===== src/rtl/core/sbba_pkg.sv =====
// ----------------------------------------------------------------------------
// Slab allocator package
// Shared payload types, codes and the controller/datapath command bundle.
// ----------------------------------------------------------------------------
package sbba_pkg;

   localparam int ADDR_W  = 48;
   localparam int BYTES_W = 21;
   localparam int COUNT_W = 11;
   localparam int CSR_W   = 48;
   localparam int WORD_W  = 64;

   typedef enum logic [1:0] {
      OP_ALLOC = 2'd0,
      OP_FREE  = 2'd1,
      OP_INIT  = 2'd2,
      OP_NONE  = 2'd3
   } op_type;

   typedef enum logic [1:0] {
      ST_OK      = 2'd0,
      ST_EMPTY   = 2'd1,
      ST_RANGE   = 2'd2,
      ST_DOUBLE  = 2'd3
   } status_type;

   typedef enum logic [1:0] {
      CSR_BASE  = 2'd0,
      CSR_BYTES = 2'd1,
      CSR_COUNT = 2'd2
   } csr_index_type;

   typedef struct packed {
      logic [1:0]        op;
      logic [ADDR_W-1:0] free_address;
   } req_type;

   typedef struct packed {
      logic [1:0]         status;
      logic [ADDR_W-1:0]  block_address;
      logic [COUNT_W-1:0] free_blocks;
   } rsp_type;

   // Commands from the controller to the datapath.
   typedef struct packed {
      logic load;       // capture request, clear word pointer
      logic init_step;  // write init pattern to current word, advance
      logic scan_step;  // examine current word, advance
      logic div_start;  // begin offset division
      logic div_step;   // one quotient bit
      logic mul_step;   // one multiplier bit
      logic free_fetch; // read the word holding the freed block
      logic free_write; // set the bit, bump the count
      logic alloc_take; // clear the found bit
      logic respond;    // present the result
   } cmd_type;

   // Status from the datapath to the controller.
   typedef struct packed {
      logic scan_hit;
      logic scan_last;
      logic init_last;
      logic div_done;
      logic mul_done;
      logic below_base;
      logic idx_range;
      logic bit_set;
      logic total_zero;
   } sts_type;

endpackage


===== src/rtl/core/sbba_datapath.sv =====
// ----------------------------------------------------------------------------
// Slab allocator datapath
// Bitmap memory, free count, restoring divider and shift-add multiplier.
// ----------------------------------------------------------------------------
module sbba_datapath
   import sbba_pkg::*;
#(
   parameter int MAX_BLOCKS = 1024
) (
   input  logic                clock,
   input  logic                reset,
   input  cmd_type             cmd,
   output sts_type             sts,
   input  req_type             req,
   input  logic [ADDR_W-1:0]   base_ff,
   input  logic [BYTES_W-1:0]  bytes_ff,
   input  logic [COUNT_W-1:0]  count_ff,
   input  status_type          status_in,
   output rsp_type             rsp_data
);

   localparam int WORDS  = MAX_BLOCKS / WORD_W;
   localparam int WIDX_W = (WORDS > 1) ? $clog2(WORDS) : 1;
   localparam int IDX_W  = $clog2(MAX_BLOCKS) + 1;
   localparam int TOT_W  = $clog2(MAX_BLOCKS + 1);
   localparam int DCNT_W = $clog2(ADDR_W + 1);

   logic [WORD_W-1:0] map_mem [WORDS];
   logic [WIDX_W:0]   wp_ff, wp_in;
   logic [TOT_W-1:0]  total_ff, total_in;
   logic [WORD_W-1:0] rd_ff;
   logic [5:0]        bit_ff, bit_in;
   logic [ADDR_W-1:0] quo_ff, quo_in;
   logic [BYTES_W:0]  rem_ff, rem_in;
   logic [DCNT_W-1:0] dcnt_ff, dcnt_in;
   logic [ADDR_W-1:0] prod_ff, prod_in;
   logic [IDX_W-1:0]  mcand_ff, mcand_in;
   logic [ADDR_W-1:0] msh_ff, msh_in;
   rsp_type           rsp_ff;
   logic [BYTES_W-1:0] size;
   logic [TOT_W-1:0]  lim;
   logic [ADDR_W-1:0] offset;
   logic [BYTES_W:0]  trial;
   logic [5:0]        lowest;
   logic              rd_nz;
   logic [WORD_W-1:0] init_word;
   logic [TOT_W+6:0]  lo;
   logic [IDX_W-1:0]  fidx;

   assign size = (bytes_ff == '0) ? BYTES_W'(1) : bytes_ff;
   assign lim  = (32'(count_ff) > 32'(MAX_BLOCKS)) ? TOT_W'(MAX_BLOCKS) : TOT_W'(count_ff);
   assign offset = req.free_address - base_ff;
   assign fidx = IDX_W'(quo_ff);

   always_comb begin
      lowest = '0;
      for (int i = WORD_W - 1; i >= 0; i--)
         if (rd_ff[i]) lowest = 6'(i);
   end
   assign rd_nz = (rd_ff != '0);

   // Init pattern for word wp.
   always_comb begin
      lo = (TOT_W+7)'(wp_ff[WIDX_W-1:0]) << 6;
      if ((TOT_W+7)'(lim) >= lo + (TOT_W+7)'(WORD_W))
         init_word = '1;
      else if ((TOT_W+7)'(lim) > lo)
         init_word = (64'd1 << 6'((TOT_W+7)'(lim) - lo)) - 64'd1;
      else
         init_word = '0;
   end

   assign trial = {rem_ff[BYTES_W-1:0], quo_ff[ADDR_W-1]} - {1'b0, size};

   always_comb begin
      wp_in = wp_ff; total_in = total_ff; bit_in = bit_ff;
      quo_in = quo_ff; rem_in = rem_ff; dcnt_in = dcnt_ff;
      prod_in = prod_ff; mcand_in = mcand_ff; msh_in = msh_ff;
      if (cmd.load) wp_in = '0;
      if (cmd.init_step) begin
         wp_in = wp_ff + 1'b1;
         if (wp_ff == (WIDX_W+1)'(WORDS - 1)) total_in = lim;
      end
      if (cmd.scan_step) begin
         if (rd_nz) bit_in = lowest;
         else wp_in = wp_ff + 1'b1;
      end
      if (cmd.alloc_take) begin
         total_in = total_ff - 1'b1;
         prod_in  = '0;
         mcand_in = IDX_W'({wp_ff[WIDX_W-1:0], bit_ff});
         msh_in   = ADDR_W'(size);
      end
      if (cmd.mul_step) begin
         if (mcand_ff[0]) prod_in = prod_ff + msh_ff;
         mcand_in = mcand_ff >> 1;
         msh_in   = msh_ff << 1;
      end
      if (cmd.div_start) begin
         quo_in = offset; rem_in = '0; dcnt_in = DCNT_W'(ADDR_W);
      end
      if (cmd.div_step) begin
         if (!trial[BYTES_W]) rem_in = trial;
         else rem_in = {rem_ff[BYTES_W-1:0], quo_ff[ADDR_W-1]};
         quo_in = {quo_ff[ADDR_W-2:0], ~trial[BYTES_W]};
         dcnt_in = dcnt_ff - 1'b1;
      end
      if (cmd.free_write) total_in = total_ff + 1'b1;
   end

   always_ff @(posedge clock) begin
      if (reset) begin
         total_ff <= '0;
         wp_ff    <= '0;
      end else begin
         total_ff <= total_in;
         wp_ff    <= wp_in;
      end
      bit_ff <= bit_in; quo_ff <= quo_in; rem_ff <= rem_in; dcnt_ff <= dcnt_in;
      prod_ff <= prod_in; mcand_ff <= mcand_in; msh_ff <= msh_in;
   end

   // Bitmap memory: one write, one registered read port. Reset clears every
   // word so that no block is free.
   always_ff @(posedge clock) begin
      if (reset) begin
         for (int i = 0; i < WORDS; i++)
            map_mem[i] <= '0;
      end else if (cmd.init_step)
         map_mem[wp_ff[WIDX_W-1:0]] <= init_word;
      else if (cmd.alloc_take)
         map_mem[wp_ff[WIDX_W-1:0]] <= rd_ff & ~(64'd1 << bit_ff);
      else if (cmd.free_write)
         map_mem[fidx[WIDX_W+5:6]] <= rd_ff | (64'd1 << fidx[5:0]);
      if (cmd.free_fetch)
         rd_ff <= map_mem[fidx[WIDX_W+5:6]];
      else
         rd_ff <= map_mem[wp_in[WIDX_W-1:0]];
   end

   always_ff @(posedge clock) begin
      if (cmd.respond) begin
         rsp_ff.status        <= status_in;
         rsp_ff.block_address <= (status_in == ST_OK && req.op == OP_ALLOC) ?
                                 base_ff + prod_ff : '0;
         rsp_ff.free_blocks   <= COUNT_W'(total_ff);
      end
   end
   assign rsp_data = rsp_ff;

   assign sts.scan_hit   = rd_nz;
   assign sts.scan_last  = (wp_ff == (WIDX_W+1)'(WORDS - 1));
   assign sts.init_last  = (wp_ff == (WIDX_W+1)'(WORDS - 1));
   assign sts.div_done   = (dcnt_ff == '0);
   assign sts.mul_done   = (mcand_ff == '0);
   assign sts.below_base = (req.free_address < base_ff);
   assign sts.idx_range  = (quo_ff >= ADDR_W'(lim));
   assign sts.bit_set    = rd_ff[fidx[5:0]];
   assign sts.total_zero = (total_ff == '0);

endmodule


===== src/rtl/core/sbba_ctrl.sv =====
// ----------------------------------------------------------------------------
// Slab allocator controller
// Sequences init sweep, bitmap scan, multiply and divide steps.
// ----------------------------------------------------------------------------
module sbba_ctrl
   import sbba_pkg::*;
(
   input  logic       clock,
   input  logic       reset,
   input  logic       start,
   input  logic [1:0] op,
   input  sts_type    sts,
   output cmd_type    cmd,
   output logic       busy,
   output logic       rsp_valid,
   output status_type status_out
);

   typedef enum logic [9:0] {
      S_IDLE  = 10'b0000000001,
      S_INIT  = 10'b0000000010,
      S_SCAN  = 10'b0000000100,
      S_MUL   = 10'b0000001000,
      S_DIVS  = 10'b0000010000,
      S_DIV   = 10'b0000100000,
      S_FCHK  = 10'b0001000000,
      S_FRD   = 10'b0010000000,
      S_FWR   = 10'b0100000000,
      S_RESP  = 10'b1000000000
   } state_type;

   state_type  state_ff, state_in;
   status_type st_ff, st_in;
   logic       out_ff;
   logic [1:0] op_ff;

   always_comb begin
      state_in = state_ff;
      st_in    = st_ff;
      cmd      = '0;
      case (state_ff)
         S_IDLE: begin
            if (start) begin
               cmd.load = 1'b1;
               st_in    = ST_OK;
               case (op)
                  OP_INIT:  state_in = S_INIT;
                  OP_ALLOC: state_in = S_SCAN;
                  OP_FREE:  state_in = S_DIVS;
                  default:  state_in = S_RESP;
               endcase
            end
         end
         S_INIT: begin
            cmd.init_step = 1'b1;
            if (sts.init_last) state_in = S_RESP;
         end
         S_SCAN: begin
            if (sts.total_zero) begin
               st_in = ST_EMPTY; state_in = S_RESP;
            end else if (sts.scan_hit) begin
               cmd.scan_step = 1'b1; state_in = S_MUL;
            end else if (sts.scan_last) begin
               st_in = ST_EMPTY; state_in = S_RESP;
            end else
               cmd.scan_step = 1'b1;
         end
         S_MUL: begin
            // First cycle takes the bit and seeds the multiplier.
            if (op_ff == OP_ALLOC) begin
               cmd.alloc_take = 1'b1;
            end else if (sts.mul_done)
               state_in = S_RESP;
            else
               cmd.mul_step = 1'b1;
         end
         S_DIVS: begin
            cmd.div_start = 1'b1; state_in = S_DIV;
         end
         S_DIV: begin
            if (sts.div_done) state_in = S_FCHK;
            else cmd.div_step = 1'b1;
         end
         S_FCHK: begin
            if (sts.below_base || sts.idx_range) begin
               st_in = ST_RANGE; state_in = S_RESP;
            end else begin
               cmd.free_fetch = 1'b1; state_in = S_FRD;
            end
         end
         S_FRD: begin
            // The word is fetched again so that it is still held for the write.
            if (sts.bit_set) begin
               st_in = ST_DOUBLE; state_in = S_RESP;
            end else begin
               cmd.free_fetch = 1'b1; state_in = S_FWR;
            end
         end
         S_FWR: begin
            cmd.free_write = 1'b1; state_in = S_RESP;
         end
         S_RESP: begin
            cmd.respond = 1'b1; state_in = S_IDLE;
         end
         default: state_in = S_IDLE;
      endcase
   end

   // op_ff marks the first S_MUL cycle by holding OP_ALLOC until taken.
   always_ff @(posedge clock) begin
      if (reset) begin
         state_ff <= S_IDLE;
         out_ff   <= 1'b0;
         op_ff    <= OP_NONE;
      end else begin
         state_ff <= state_in;
         out_ff   <= cmd.respond;
         if (cmd.scan_step && sts.scan_hit) op_ff <= OP_ALLOC;
         else if (cmd.alloc_take)          op_ff <= OP_NONE;
      end
      st_ff <= st_in;
   end

   assign busy       = (state_ff != S_IDLE);
   assign rsp_valid  = out_ff;
   assign status_out = st_ff;

   a_resp_one: assert property (@(posedge clock) disable iff (reset)
      cmd.respond |=> state_ff == S_IDLE) else $error("respond not followed by idle");
   a_valid_after: assert property (@(posedge clock) disable iff (reset)
      rsp_valid |-> $past(state_ff) == S_RESP) else $error("stray strobe");
   a_no_start_busy: assert property (@(posedge clock) disable iff (reset)
      busy |-> !(cmd.load)) else $error("load while busy");

endmodule


===== src/rtl/core/slab_bitmap_block_allocator.sv =====
// ----------------------------------------------------------------------------
// Slab bitmap block allocator
// First-fit block allocator over a bitmap of 64-bit words with a free count.
// ----------------------------------------------------------------------------
// An init writes every bitmap word; an alloc on an empty slab answers without
// a scan, else it scans for the first free bit and multiplies its index by the size;
// a free runs a bit-serial divide of the 48-bit offset, then checks and sets the bit.
// One item is in work at a time; busy is high until the result strobe, and the
// receiver cannot stall, so the strobe lasts one cycle and the next item may follow.
// Reset clears the free count, the bitmap and control state, so no block is free.
// ----------------------------------------------------------------------------
module slab_bitmap_block_allocator
   import sbba_pkg::*;
#(
   parameter int MAX_BLOCKS = 1024
) (
   input  logic              clock,
   input  logic              reset,
   input  logic              start,
   output logic              busy,
   input  req_type           req_data,
   output logic              rsp_valid,
   output rsp_type           rsp_data,
   input  logic              csr_write,
   input  logic [1:0]        csr_index,
   input  logic [CSR_W-1:0]  csr_data
);

   logic [ADDR_W-1:0]  base_ff;
   logic [BYTES_W-1:0] bytes_ff;
   logic [COUNT_W-1:0] count_ff;
   req_type            req_ff;
   cmd_type            cmd;
   sts_type            sts;
   status_type         st;

   // Configuration registers take writes at once; no read-back.
   always_ff @(posedge clock) begin
      if (reset) begin
         base_ff  <= '0;
         bytes_ff <= BYTES_W'(64);
         count_ff <= COUNT_W'(1024);
      end else if (csr_write) begin
         case (csr_index)
            CSR_BASE:  base_ff  <= csr_data;
            CSR_BYTES: bytes_ff <= csr_data[BYTES_W-1:0];
            CSR_COUNT: count_ff <= csr_data[COUNT_W-1:0];
            default: ;
         endcase
      end
   end

   // The item is held for the whole operation.
   always_ff @(posedge clock) begin
      if (cmd.load) req_ff <= req_data;
   end

   sbba_ctrl u_ctrl (
      .clock, .reset, .start, .op(req_data.op), .sts, .cmd, .busy,
      .rsp_valid, .status_out(st)
   );

   sbba_datapath #(.MAX_BLOCKS(MAX_BLOCKS)) u_dp (
      .clock, .reset, .cmd, .sts, .req(req_ff), .base_ff, .bytes_ff, .count_ff,
      .status_in(st), .rsp_data
   );

endmodule

===== config.mk =====
export PLATFORM = sky130hd
export DESIGN_NAME = slab_bitmap_block_allocator
export DESIGN_NICKNAME = d
export VERILOG_FILES = /design/src/rtl/core/sbba_pkg.sv /design/src/rtl/core/sbba_datapath.sv /design/src/rtl/core/sbba_ctrl.sv /design/src/rtl/core/slab_bitmap_block_allocator.sv
export SDC_FILE = /design/constraint.sdc
export NUM_CORES = 2
export LEC_CHECK = 0
export BUFFER_PORTS_ARGS = -buffer_cell sky130_fd_sc_hd__buf_4
export CORE_ASPECT_RATIO = 1.4
export CORE_MARGIN = 8
export CORE_UTILIZATION = 57
export DETAILED_ROUTE_END_ITERATION = 8
export GPL_ROUTABILITY_DRIVEN = 0
export PLACE_DENSITY = 0.74
export RECOVER_POWER = 100
export SLEW_MARGIN = 10
export SYNTH_ARGS = -nofsm -noshare
export SYNTH_HDL_FRONTEND = slang
export SYNTH_SLANG_ARGS = --single-unit

===== constraint.sdc =====
create_clock -name clock -period 7.3 [get_ports clock]
set_input_delay 0.73 -clock clock [delete_from_list [all_inputs] [get_ports clock]]
set_output_delay 0.73 -clock clock [all_outputs]
set_load 0.02 [all_outputs]

==> reports/metrics.yaml <==
yosys:
  synth_nets: 8328
  synthesis.area_sq_um: 83700
  yosysUniqueCellTypes: 91
  synth_edf_count: 1275
  yosys-top-cells-count: "1,384 x nor2_1, 1,275 x edfxtp_1, 1,225 x nand2_1, 462 x clkbuf_1, 408 x a21oi_1"
  synth_area_leaders: "edfxtp_1 46%, mux4_2 9.2%, nor2_1 6.2%"
  synth_area_per_cell_sq_um: 10.4
  synth_cells: 8030
  yosys.area.top_type: "edfxtp_1"
  ys_seq_area_frac: 0.511
  synth-seq-cells: 1500
  synth.most_common_cell: "nor2_1"
  yosys_warnings: 0
  synth_top_area_share: 0.457
  synth-main-ff-cell: "edfxtp_1"
  async_flop_share: 0
die:
  fp.dieW_um: 340
  top_level_ports: 167
  initial_core_util: 0.573
  fp.dieH_um: 469
  die_area_sq_um: 160000
  placementRows: 166
  core_sq_um: 146000
drt:
  dr_total_vias: 68438
  totalWireLength_um: 280000
  wl_met3_um: 36300
  vias_per_cell: 6.87
  drc_errors: 0
  wl_per_cell_um: 28.1
  wl_met1_um: 90800
  top_layer: "met5"
  first_pass_iters: 9
  detail-route-antenna-nets: 0
  drtIter0Drc: 10290
  route.met2.wl_um: 127000
power_and_ir_drop:
  ir_drop_mv: 0.253
  p_leak_nw: 35.7
  p_comb_frac: 0.099
  total_power_w: 0.0195
  p_seq_frac: 0.509
  netSwitchingPower_w: 0.00489
  pwr-share-clk: 0.392
  p_sw_frac: 0.251
  power_density_nw_per_um2: 215
  power.internal_w: 0.0146
critical_path:
  crit_chain: "or4_1, nand4bb_4, nor4_1, nand2_2, o21ai_0, nand2_2, mux2_8, buf_12, mux2i_1, a32o_1, a221oi_2, o21ai_0"
  r2r_setup_slack_ns: 0.65
  critPathCaptureType: "flop"
  required_ns: 7.94
  startpoint_type: "flop"
  crit_path_max_fanout: 101
  worst-setup-path-type: "reg2reg"
  crit_buf_inv: 1
  slowest_delay_ns: 1.11
  cpLargestDelayFamily: "simple AND/OR/NAND/NOR gates"
  crit_slowest_cell: "nor4_1"
  arrival_ns: 7.29
sta:
  fin_tns_setup_ns: 0
  setup_viol: 0
  finClkSkew_ns: 0.0337
  final_max_slew_viol_count: 1416
  period_share: 0.911
  fmax_ghz: 0.150
  tightest_slew_ns: 3.95
  min_period_ns: 6.65
  hold_violations: 0
  rsz0062_at_grt: "no"
  relSlewSlack: -1.63
clocking:
  cts_setup_buffers: 0
  cts_tree: "done"
  clk_path_buf_depth: 3
  clkTransAtPathRegs_ns: 0.07
  holdBufCountCts: 0
  root_buffer: "clkbuf_16"
  clk_latency_ns: 0.82
  numCtsBuffers: 143
  htree_num_levels: 4
  cts_resized: 0
  clock_sinks: 1500
cells_and_area:
  fin_util: 0.621
  final_nets: 8206
  syn2layout_area_growth_pct: 8.36
  drive_above_1_share: 0.109
global_route:
  overflow: 0
  grt_pass1_vias: 67556
  track_usage: 0.337
  antenna_found_initial: 7
  grt_max_degree: 133
  grt_pass1_wl_um: 413000
placement:
  numPortBuffers: 166
  dp_hpwl_um: 170000
status:
  violations: "capacitance limit, slew limit"
  outcome: "finished with violations"
flow_run:
  drv_cap: 41
min_path:
  hp-class: "in2reg"
-- through the flow --
step / instance area, sq um / cells / setup WS [ns] / hold WS (ns)
after floorplan: 83700 / 8030 / 2.61 / 0.406
after global routing: 90700 / 9957 / 0.627 / 0.0900
after global placement: 86900 / 9694 / 1.93 / 0.429
after detailed placement: 86900 / 9695 / 1.88 / 0.447
final: 90700 / 9959 / 0.648 / 0.116
after CTS: 91600 / 9956 / 1.83 / 0.0464
-- path summary, 6_finish.rpt --
path	startpoint	to	cells after the start
min	req_data[16]	req_ff[16]$_DFFE_PP_	1
max	u_dp.rd_ff[41]$_DFF_P_	u_dp.rd_ff[53]$_DFF_P_	12
min reg2reg	u_ctrl.status_out[1]$_DFFE_PP_	u_dp.rsp_data[60]$_DFFE_PP_	0
max reg2reg	u_dp.rd_ff[41]$_DFF_P_	u_dp.rd_ff[53]$_DFF_P_	12
-- cell type report --
type	count	area, sq um
Antenna cell	3	7.51
Multi-Input combinational cell	5776	37900
Tap cell	1932	2420
Inverter	153	574
Clock inverter	79	787
Clock buffer	182	3910
Sequential cell	1500	42800
Fill cell	11447	55300
Timing Repair Buffer	334	2240
-- flip-flops by register name (all words and copies together), names as in the netlist, 11 cells and up, named ones only --
| name | count |
|---|---|
| u_dp.rsp_data | 61 |
| req_ff | 50 |
| count_ff | 11 |
| u_dp.map_mem | 1024 |
| u_dp.prod_ff | 48 |
| u_dp.total_ff | 11 |
| u_dp.rem_ff | 21 |
| u_dp.msh_ff | 48 |
| bytes_ff | 21 |
| base_ff | 48 |
| u_dp.quo_ff | 48 |
| u_dp.rd_ff | 64 |
-- metal layers --
metal	vias to the layer above	GRT usage
met2	5432	0.537
met1	32499	0.397
met4	6	0.246
met5	-	0
met3	1487	0.0846
li1	29014	-
-- power groups by stage --
stage | Sequential [W] | Combinational (W) | Clock [W]
after global routing | 0.00993 | 0.00206 | 0.00794
after CTS | 0.00988 | 0.00193 | 0.00764
after detailed placement | 0.0101 | 0.00191 | 0
final | 0.00991 | 0.00194 | 0.00763
after floorplan | 0.00993 | 0.00135 | 0
after global placement | 0.0100 | 0.00187 | 0
-- placed cells by master, fill, tap and decap left out, types with 55 or more instances in the layout --
| cell type | instances |
|---|---|
| mux2i_1 | 210 |
| dfxtp_1 | 221 |
| a21o_1 | 79 |
| buf_4 | 116 |
| clkbuf_1 | 170 |
| inv_1 | 153 |
| and3_1 | 190 |
| a32o_1 | 70 |
| a21oi_1 | 406 |
| nand3_1 | 237 |
| mux4_2 | 341 |
| o21ai_0 | 344 |
| nor3_1 | 89 |
| edfxtp_1 | 1275 |
| ha_1 | 190 |
| a31oi_1 | 155 |
| clkbuf_16 | 145 |
| xor2_1 | 82 |
| nand2_1 | 1216 |
| nor2_1 | 1379 |
| xnor2_1 | 86 |
| nand2b_1 | 55 |
-- logic make-up after synthesis --
| kind of cell | share of synthesized area |
|---|---|
| simple gates | 0.175 |
| flops | 0.511 |
| mux | 0.119 |
| compound gates | 0.112 |
| buf+inv | 0.0362 |
| xor+xnor | 0.0177 |
| fa+ha+maj | 0.0295 |
No activity file was read; power rests on OpenSTA's default activity.
